===== config.mk =====
export PLATFORM = sky130hd
export DESIGN_NAME = gle_ram
export DESIGN_NICKNAME = d
export VERILOG_FILES = /design/src/gle_ram.sv
export SDC_FILE = /design/constraint.sdc
export NUM_CORES = 2
export LEC_CHECK = 0
export ABC_AREA = 0
export BUFFER_PORTS_ARGS = -buffer_cell sky130_fd_sc_hd__buf_2
export CAP_MARGIN = 10
export CELL_PAD_IN_SITES_DETAIL_PLACEMENT = 1
export CELL_PAD_IN_SITES_GLOBAL_PLACEMENT = 2
export CORE_MARGIN = 3
export CORE_UTILIZATION = 35
export DETAILED_ROUTE_END_ITERATION = 8
export MAX_ROUTING_LAYER = met4
export PLACE_DENSITY_LB_ADDON = 0.1
export SLEW_MARGIN = 10
export SYNTH_ARGS = -nofsm -noshare
export SYNTH_HDL_FRONTEND = slang
export SYNTH_SLANG_ARGS = --single-unit

===== constraint.sdc =====
create_clock -name clock -period 4.1 [get_ports clock]
set_input_delay 0 -clock clock [delete_from_list [all_inputs] [get_ports clock]]
set_output_delay 0 -clock clock [all_outputs]
set_load 0.1 [all_outputs]

===== src/gle_ram.sv =====
// gle_ram: generic simple dual-port ram, one write and one registered read
// no dependencies
module gle_ram #(
   parameter int WIDTH = 8,
   parameter int DEPTH = 256
) (
   input  logic                     clock,
   input  logic                     we,
   input  logic [$clog2(DEPTH)-1:0] waddr,
   input  logic [WIDTH-1:0]         wdata,
   input  logic [$clog2(DEPTH)-1:0] raddr,
   output logic [WIDTH-1:0]         rdata
);
   logic [WIDTH-1:0] mem [DEPTH];

   always_ff @(posedge clock) begin
      if (we) begin
         mem[waddr] <= wdata;
      end
      rdata <= mem[raddr];
   end
endmodule


==> out/metrics.cfg <==
[critical_path]
reg2reg_depth = 7
worstPathRequired_ns = 4.80
crit_arrival_ns = 3.77
cp_max_fo = 1
r2r_start = mem[19][5]
cp-startpoint = mem[19][5]
cp-end-kind = register
startpoint_type = register
critPathKind = register to register

[run_status]
status = complete, no violations

[grt]
overflow = 0
grt_pass1_wl_um = 335000
grt.total_usage_pct = 21.0
antenna_found_initial = 10
grt_pass1_vias = 41134
grt_max_degree = 144

[worst_hold_path]
hp-start = waddr[6]
hold_path.class = primary input to register
whs_path_depth = 4

[timing]
drv_slew = 0
rsz0062_at_grt = no
fmax_ghz = 0.326
finalSetupTns_ns = 0
fin_crit_sh_pct = 74.9
skew_ns = 0.0326
period_minus_slack_ns = 3.07
tightest_slew_ns = 1.19
hold_viol = 0
setup_viol = 0
slew_headroom_pct = 20.0

[power_and_ir_drop]
pwr_density_cell_nw_per_um2 = 493
switching_share_pct = 22.2
internal_power_mw = 35.3
p_clk_share_pct = 43.5
leakagePower_nw = 28.6
p_sw_mw = 10.1
pwr-share-seq_pct = 51.2
comb_power_share_pct = 5.3
ir_drop_uv = 430

[routing]
routed_wl_um = 237000
wl_per_cell_um = 32.7
dr.pass1.iters = 5
drc_errors = 0
via_per_inst = 5.43
via_count = 39285
drtIter0Drc = 3576
antenna_left = 0

[place]
hpwl_um = 147000
globalplace.congestion = 0.787
placed_cell_area_um2 = 84800
portBuffers = 33

[cells_and_area]
fillers = 21033
final_cell_mix = edfxtp_1, mux4_2, nor2_1
fin_area_um2 = 92100
syn_to_final_growth_pct = 15.7
nNetsFinal = 4082
layout-drive-gt1-share_pct = 26.3
mostFrequentLayoutCell = edfxtp_1

[clocking]
worstSkewPairLatency_ns = 0.86
cts.reportedPaths.clkPinSlew_ns = 0.06
htree_levels = 4
cts_tree = yes
cts.sinks = 2056
cts_buffers = 222
clockRootBuffer = clkbuf_16
post-cts-setup-buffers = 0
cts_buffer_depth = 3

[logic_synthesis]
synthArstFlopShare_pct = 0
postSynthAreaPerCell_um2 = 21.3
syn-instance-count = 3733
syn-num-nets = 3759
yosys.cell_types.count = 55
syn_area_um2 = 79600
synth_enable_flop_cells = 2048
ys.flop_type = edfxtp_1
seq_area_frac_synth_pct = 77.5
yosys_warnings = 0
yosys_register_bits = 2056

[floorplanning]
start_util_pct = 35.3
die_h_um = 483
die-width_um = 483
dieArea_um2 = 233000
num_rows = 174
ios = 34
core_area_um2 = 225000

[flow_run]
drv_cap = 0

stage by stage:
stage	utilization (%)	instances	power (mW)	setup WS (ns)	hold slack, ns
after detailed placement	37.6	6808	26.1	0.560	0.455
after CTS	40.8	7230	46.0	0.978	0.0630
final	40.9	7237	45.4	1.03	0.157
after global placement	37.6	6808	26.1	0.549	0.448
after floorplan	-	3733	24.9	2.16	0.0989
after global routing	40.9	7233	46.8	0.898	0.137
kinds of logic (layout without fill, tap and decap cells):
family / Yosys count / in the layout / synth area share (%)
other: 0 / 7 / 0
muxes: 591 / 591 / 14.6
DFF: 2056 / 2056 / 77.5
AOI/OAI and AO/OA: 385 / 385 / 3.42
buffers and inverters: 235 / 740 / 1.83
and+or+nand+nor: 466 / 466 / 2.63
registers in the layout, summed over array words and instances (netlist names):
register / flops
rdata: 8
mem: 2048
critical path: stages (launching register included):
cell and delay, ns:
edfxtp_1 0.36, mux4_2 0.52, a22o_1 0.24, a221oi_1 0.61
o221ai_1 0.34, a211oi_1 0.59, buf_4 0.21, nor4_1 0.04
path summary, 6_finish.rpt:
path              slack (ns)           to
hold / removal          0.16  mem[223][6]
hold reg to reg         1.10     rdata[2]
setup reg to reg        1.03     rdata[5]
setup / recovery        1.03     rdata[5]
power groups by stage:
| stage | clock [mW] | combinational (mW) | sequential (mW) |
|---|---|---|---|
| finish | 19.7 | 2.40 | 23.2 |
| CTS | 20.3 | 2.46 | 23.2 |
| global placement | 0 | 2.43 | 23.7 |
| detailed placement | 0 | 2.44 | 23.7 |
| floorplan | 0 | 1.13 | 23.7 |
| global route | 21.1 | 2.54 | 23.2 |
cell usage after synthesis (all sizes together) (2+ instances only):
cell type | n | area share, %
mux4 | 456 | 13
a211oi | 16 | 0.15
clkbuf | 111 | 0.52
buf | 122 | 1.3
o211ai | 10 | 0.094
and3b | 2 | 0.022
nor3 | 22 | 0.14
o221ai | 47 | 0.53
or2 | 4 | 0.031
edfxtp | 2048 | 77
o32ai | 5 | 0.064
a221oi | 14 | 0.16
mux2i | 134 | 1.7
a31oi | 2 | 0.016
nor2 | 282 | 1.3
nand2 | 33 | 0.16
a311oi | 2 | 0.022
nand4 | 10 | 0.079
nand3 | 34 | 0.21
o22ai | 28 | 0.22
a22oi | 133 | 1.3
a22o | 8 | 0.088
o22a | 5 | 0.055
o21ai | 12 | 0.075
a2111oi | 5 | 0.066
nand2b | 8 | 0.063
dfxtp | 8 | 0.20
nand3b | 2 | 0.019
and2 | 6 | 0.047
nor4 | 27 | 0.24
nor2b | 31 | 0.24
a21oi | 96 | 0.60
layout make-up:
type / count / area, um^2 / area share, %
Clock inverter: 136 / 1380 / 1.50
Inverter: 2 / 7.51 / 0.00815
Sequential cell: 2056 / 61700 / 67.0
Tap cell: 2992 / 3740 / 4.07
Multi-Input combinational cell: 1442 / 16600 / 18.0
Timing Repair Buffer: 332 / 2930 / 3.18
Clock buffer: 270 / 5760 / 6.25
Antenna cell: 7 / 17.5 / 0.0190
per-layer routing:
layer / vias to the layer above / global-route usage (%) / part of all wire [%]
met1: 21795 / 30.5 / 47
met5: - / - / 0
met2: 872 / 32.3 / 47
met4: 0 / 4.38 / 1.8
li1: 16374 / - / -
met3: 244 / 2.35 / 3.8
repair_timing:
item                                   4_1_cts  5_1_grt
endpoints found under the hold margin     1497        0
resized for setup                            0        0
hold buffers                                16        0
Power figures use the tool's default switching activity.
