<file path="config.mk">
export PLATFORM = sky130hd
export DESIGN_NAME = gle_hash
export DESIGN_NICKNAME = d
export VERILOG_FILES = /design/src/gle_pkg.sv /design/src/gle_hash.sv
export SDC_FILE = /design/constraint.sdc
export NUM_CORES = 1
export LEC_CHECK = 0
export BUFFER_PORTS_ARGS = -buffer_cell sky130_fd_sc_hd__buf_2
export CAP_MARGIN = 20
export CORE_UTILIZATION = 40
export DETAILED_ROUTE_END_ITERATION = 12
export HOLD_SLACK_MARGIN = 0.12
export SYNTH_ARGS = -nofsm -noshare
export SYNTH_HDL_FRONTEND = slang
export SYNTH_SLANG_ARGS = --single-unit
</file>
<file path="constraint.sdc">
create_clock -name clock -period 18.6 [get_ports clock]
set_input_delay 3.72 -clock clock [delete_from_list [all_inputs] [get_ports clock]]
set_output_delay 3.72 -clock clock [all_outputs]
set_load 0.02 [all_outputs]
</file>
<file path="src/gle_pkg.sv">
// gle_pkg: shared constants and helpers of the lzw pixel encoder
// depends on nothing; used by gle_hash, the core and tb_top
package gle_pkg;

   localparam int CODE_W  = 12;
   localparam int KEY_W   = 20;
   localparam int EPOCH_W = 8;
   localparam int NEXT_W  = 13;
   localparam int CNT_W   = 5;
   localparam int BUF_W   = 20;

   localparam logic [CODE_W-1:0]  CODE_CLEAR      = 12'd256;
   localparam logic [CODE_W-1:0]  CODE_END        = 12'd257;
   localparam logic [NEXT_W-1:0]  CODE_FIRST_FREE = 13'd258;
   localparam logic [3:0]         WIDTH_MIN       = 4'd9;
   localparam logic [3:0]         WIDTH_MAX       = 4'd12;
   localparam logic [31:0]        HASH_MUL        = 32'd2654435761;

   typedef logic [KEY_W-1:0]   key_type;
   typedef logic [CODE_W-1:0]  code_type;
   typedef logic [EPOCH_W-1:0] epoch_type;

   // one dictionary entry: epoch tag, key, code
   typedef struct packed {
      epoch_type epoch;
      key_type   key;
      code_type  code;
   } entry_type;

   // rgb332 palette index of a 0xRRGGBB pixel
   function automatic logic [7:0] rgb332(input logic [23:0] p);
      rgb332 = {p[23:21], p[15:13], p[7:6]};
   endfunction

endpackage

</file>
<file path="src/gle_hash.sv">
// gle_hash: two-stage multiplicative hash of a dictionary key to a slot
// depends on gle_pkg
module gle_hash #(
   parameter int TABLE_ENTRIES = 8192
) (
   input  logic                             clock,
   input  gle_pkg::key_type                 key,
   output logic [$clog2(TABLE_ENTRIES)-1:0] slot
);
   import gle_pkg::*;

   localparam int SLOT_W = $clog2(TABLE_ENTRIES);
   localparam int MUL2_W = 32 + SLOT_W + 1;

   logic [51:0]       prod1;
   logic [31:0]       h_ff;
   logic [MUL2_W-1:0] prod2;

   // stage one: key times golden-ratio constant, low word
   assign prod1 = 52'(key) * 52'(HASH_MUL);

   // stage two: scale hash to table size
   assign prod2 = MUL2_W'(h_ff) * MUL2_W'(TABLE_ENTRIES);

   always_ff @(posedge clock) begin
      h_ff <= prod1[31:0];
      slot <= prod2[32 +: SLOT_W];
   end
endmodule

</file>
==> results.toml, run 1 <==
[layout]
num-fill-cells = 1757
mostFrequentLayoutCell = "inv_1"
layout_common_cells = "inv_1, fa_1, ha_1"
antenna_cells = 0
finalInstanceArea_um2 = 7950
area_growth_pct = 7.03
layout.nets = 1075
regArea_um2 = 520
multi_input_area_um2 = 6020
drive_above_1_share_pct = 5.70
fin_cells = 983

[critical_path]
arrival_ns = 9.42
startpoint_type = "input port"
required_ns = 18.73
crit_type = "in2reg"
path_common_cell = "fa_1"
critPathCaptureType = "flip-flop"
crit_chain = "buf_2, inv_1, fa_1, inv_1, ha_1, inv_1, fa_1, inv_1, fa_1, fa_1, fa_1, fa_1, ha_1, nand4_1, a211oi_1, o21ai_2, a21oi_1, o22ai_1, xnor2_1"
crit_slowest_cell = "fa_1"
max_stage_delay_ns = 0.63
crit_fanout = 6

[detailed_routing]
vias = 4573
firstDrtPassIters = 8
ant_nets = 0
drc_errors = 5
drtIter0Drc = 165
vias_per_cell = 4.65
drt-total-wl_um = 16000
wl_per_cell_um = 16.2

[global_route]
antenna_found_initial = 0
grt_overflow_total = 0
grt_pass1_wl_um = 26300
globalRouteMet1Util_pct = 25.8
met3_usage_pct = 0.554
grtUsageTotal_pct = 17.9
busiest_layer = "met2"
grt_pass1_vias = 4922
grt_max_degree = 14
grt_use_met2_pct = 30.1

[yosys]
mappedNetlistArea_um2 = 7430
ys_ff_latch = 26
synthCells = 719
ys_warn_count = 0
synth_cell_types = 43
synthFlopType = "dfxtp_1"
avgSynthCellArea_um2 = 10.3
synth_edf_count = 0
async_reset_ff_share_pct = 0
seq_area_frac_synth_pct = 7.01
synth_nets = 1038

[floorplanning]
std_cell_rows = 49
start_util_pct = 41.1
coreArea_um2 = 18100
fp.dieH_um = 138
dieWidth_um = 138
io_pins = 34
die-area_um2 = 19100

[place]
placed_cell_area_um2 = 7870
place_hpwl_um = 14900
dpl.cell_count = 980
port_buffers = 33
routabilityCongestion = 0.881

[sta]
slew_headroom_pct = 46.9
max_freq_mhz = 108
setup_viol = 0
rsz0062_at_grt = "no"
slew_violations = 0
period_minus_slack_ns = 9.28
worst_slew_pin_slew_ns = 0.796
fin_crit_sh_pct = 49.9
fin_tns_setup_ns = 0
skew_ns = 0.00135
final_hold_viol_count = 0

[clock_network]
clock_sinks = 26
htreeDepth = 1
cts_root_buffer = "clkbuf_16"
cts_tree = "done"
clk_pin_slew_ns = 0.06
cts_made_buffers = 3
clkLatencyLatePin_ns = 0.25
holdBufCountCts = 0
clock_path_buffers = 2
post_cts_resized = 0
post_cts_buffers = 0

[outcome]
violations = "DRC"
status = "complete, but fails checks"

[worst_hold_path]
hold_class = "reg2reg"

[run]
cap_viol_max_count = 0
==> logic make-up after synthesis <==
family                     Yosys count  synth area share, %
buffers and inverters              235                 11.9
adders and majority gates          298                 66.0
xor gates and xnor gates            42                 4.95
DFF                                 26                 7.01
AOI/OAI and AO/OA                   68                 6.60
muxes                                2                0.270
and+or+nand+nor                     48                 3.29
==> final cells by class <==
| cell class | instances | area share (%) |
|---|---|---|
| multi-input cells | 458 | 75.8 |
| inverters | 234 | 11.1 |
| well taps | 229 | 3.61 |
| repair buffers | 33 | 2.08 |
| clock buffers | 3 | 0.945 |
| flip-flops and latches | 26 | 6.55 |
==> metrics by stage <==
| step | setup slack (ns) | hold WS (ns) | util (%) |
|---|---|---|---|
| after floorplan | 9.71 | 0.310 | - |
| after global placement | 9.07 | 0.310 | 43.5 |
| after detailed placement | 9.03 | 0.312 | 43.5 |
| after CTS | 9.30 | 0.326 | 43.9 |
| after global routing | 8.99 | 0.334 | 43.9 |
| final | 9.32 | 0.326 | 43.9 |
==> path summary, 6_finish.rpt <==
check,slack [ns],cells after the start,to,startpoint
worst min register to register,0.33,0,slot[1]$_DFF_P_,h_ff[20]$_DFF_P_
worst min-delay path,0.33,0,slot[1]$_DFF_P_,h_ff[20]$_DFF_P_
worst max register to register,18.20,0,slot[11]$_DFF_P_,h_ff[30]$_DFF_P_
worst max-delay path,9.32,19,h_ff[28]$_DFF_P_,key[5]
==> sequential cells by signal (all words and copies together), names as in the netlist <==
name	count
h_ff	13
slot	13
==> critical path, delay by kind of cell <==
| family | cells | cell delay, ns |
|---|---|---|
| fa+ha+maj | 8 | 3.69 |
| compound gates | 4 | 1.02 |
| buf+inv | 5 | 0.51 |
| simple gates | 1 | 0.31 |
| xor+xnor | 1 | 0.16 |
==> Yosys cell counts (2+ instances only) <==
cell type / number / share of area [%]
a211oi_1: 3 / 0.30
a21o_1: 16 / 1.6
a21oi_1: 23 / 1.6
a31oi_1: 3 / 0.25
and2_1: 2 / 0.17
and3_1: 2 / 0.17
and4_1: 2 / 0.24
dfxtp_1: 26 / 7.0
fa_1: 156 / 42
ha_1: 142 / 24
inv_1: 234 / 12
mux2i_1: 2 / 0.27
nand2_1: 13 / 0.66
nand3_1: 5 / 0.34
nand4_1: 3 / 0.25
nor2_1: 11 / 0.56
nor3_1: 2 / 0.13
o21a_1: 2 / 0.20
o21ai_0: 5 / 0.34
o21ai_1: 2 / 0.13
o21bai_1: 2 / 0.20
o22ai_1: 2 / 0.17
xnor2_1: 27 / 3.2
xor2_1: 15 / 1.8
==> layer usage <==
layer / vias up / wire [um] / part of all wire, %
met4: 0 / 299 / 1.9
met2: 72 / 7440 / 47
met3: 14 / 393 / 2.5
met5: - / 0 / 0
li1: 2268 / - / -
met1: 2219 / 7820 / 49
Power of run 1 is not shown: default switching activity piles up to over one toggle a cycle in this logic, so the estimate is an artifact.
==> inputs of run 2 (changes only) <==
==> constraint.sdc (replaced) <==
create_clock -name clock -period 7.9 [get_ports clock]
set_input_delay 1.58 -clock clock [delete_from_list [all_inputs] [get_ports clock]]
set_output_delay 1.58 -clock clock [all_outputs]
set_load 0.02 [all_outputs]
==> run 2 against run 1 <==
The flow still finishes with violations (DRC). Non-clock buffer count up 1. Worst hold slack got worse by 0.0025 ns. Cell area about the same. Final cell count increased by 0.10%. Register-to-register slack got worse by 11 ns. First-iteration DRC count is 33% higher. Global-route usage rose by 0.16 points. Routed wire length increased by 0.64%. Critical path depth is the same. Flip-flop and latch count unchanged. Clock skew barely moved. Via count grew 0.70%. Critical path type unchanged. Critical endpoint unchanged.
==> results.toml, run 2 (synthesis gave the netlist of run 1 again) <==
[outcome]
status = "complete, but fails checks"
violations = "DRC"

[detailed_routing]
wirelength_met1_um = 7730
drtIter0Drc = 220
vias = 4605
drc_errors = 5
wl_met3_um = 404
met2_length_um = 7690
drt-total-wl_um = 16100
vias_per_cell = 4.68
dr.max_layer_used = "met4"
wl_per_cell_um = 16.3
firstDrtPassIters = 8
ant_nets = 0

[critical_path]
required_ns = 8.04
r2r-end = "slot[12]$_DFF_P_"
crit_slowest_cell = "fa_1"
crit_type = "in2reg"
path_buf_inv = 5
startpoint_type = "input port"
max_stage_delay_ns = 0.63
crit_fanout = 6
worstRegToRegCells = 0
arrival_ns = 7.29
crit_start = "key[5]"
critPathCapture = "h_ff[28]$_DFF_P_"
r2r-start = "h_ff[31]$_DFF_P_"
cp_top_family = "adder cells"
worstSetupPathDepth = 19
critPathCaptureType = "flip-flop"
crit_chain = "buf_2, inv_1, fa_1, inv_1, ha_1, inv_1, fa_1, inv_1, fa_1, fa_1, fa_1, fa_1, ha_1, nand4_1, a211oi_1, o21ai_2, a21oi_1, o22ai_1, xnor2_1"
path_common_cell = "fa_1"
r2r_slack_ns = 7.50

[floorplanning]
coreArea_um2 = 18100
dieWidth_um = 138
die-area_um2 = 19100
std_cell_rows = 49
io_pins = 34
fp.dieH_um = 138
start_util_pct = 41.1

[sta]
max_freq_mhz = 140
slew_violations = 0
final_hold_viol_count = 0
setup_viol = 0
hold_ws_ns = 0.323
worst_slew_pin_slew_ns = 0.776
rsz0062_at_grt = "no"
period_minus_slack_ns = 7.15
skew_ns = 0.00168
fin_tns_setup_ns = 0
slew_headroom_pct = 48.2
fin_crit_sh_pct = 90.5

[layout]
regArea_um2 = 520
layout_common_cells = "inv_1, fa_1, ha_1"
finalInstanceArea_um2 = 7960
multi_input_area_um2 = 6020
top_regs = "h_ff: 13 flops, slot: 13 flops"
antenna_cells = 0
area_growth_pct = 7.13
final_util_pct = 44.0
drive_above_1_share_pct = 5.83
layout.nets = 1076
mostFrequentLayoutCell = "inv_1"
num-fill-cells = 1754

[place]
placed_cell_area_um2 = 7880
place_hpwl_um = 15000
port_buffers = 33
routabilityCongestion = 0.898

[clock_network]
post_cts_resized = 0
clock_sinks = 26
clk_pin_slew_ns = 0.06
post_cts_buffers = 0
clkLatencyLatePin_ns = 0.25
cts_made_buffers = 3
clock_path_buffers = 2
holdBufCountCts = 0
cts_root_buffer = "clkbuf_16"
htreeDepth = 1
cts_tree = "done"

[global_route]
grtUsageTotal_pct = 18.0
grt_pass1_wl_um = 26400
grt_overflow_total = 0
antenna_found_initial = 0
grt_max_degree = 14
grt_pass1_vias = 5063

[run]
cap_viol_max_count = 0

[worst_hold_path]
hold_class = "reg2reg"
-- run 2: area by class of cell --
class / count / area share [%]
well taps: 229 / 3.60
multi-input cells: 458 / 75.7
inverters: 234 / 11.0
clock buffers: 3 / 0.944
repair buffers: 34 / 2.17
flip-flops and latches: 26 / 6.54
-- run 2: metal layers --
metal	up-vias	GRT usage, %
met4	0	3.61
met1	2250	25.8
met2	81	30.9
met3	11	0.381
met5	-	0
li1	2263	-
-- run 2: worst min path at each step --
stage,startpoint,endpoint,cells past startpoint
floorplan,h_ff[19]$_DFF_P_,slot[0]$_DFF_P_,0
finish,h_ff[25]$_DFF_P_,slot[6]$_DFF_P_,0
global placement,h_ff[27]$_DFF_P_,slot[8]$_DFF_P_,0
detailed placement,h_ff[29]$_DFF_P_,slot[10]$_DFF_P_,0
global route,h_ff[29]$_DFF_P_,slot[10]$_DFF_P_,0
CTS,h_ff[25]$_DFF_P_,slot[6]$_DFF_P_,0
-- run 2: through the flow --
stage	instances	setup slack, ns
final	984	0.749
after CTS	984	0.732
after detailed placement	981	0.458
after floorplan	719	1.15
after global placement	981	0.515
after global routing	984	0.461
Power of run 2 is left out for the same reason.
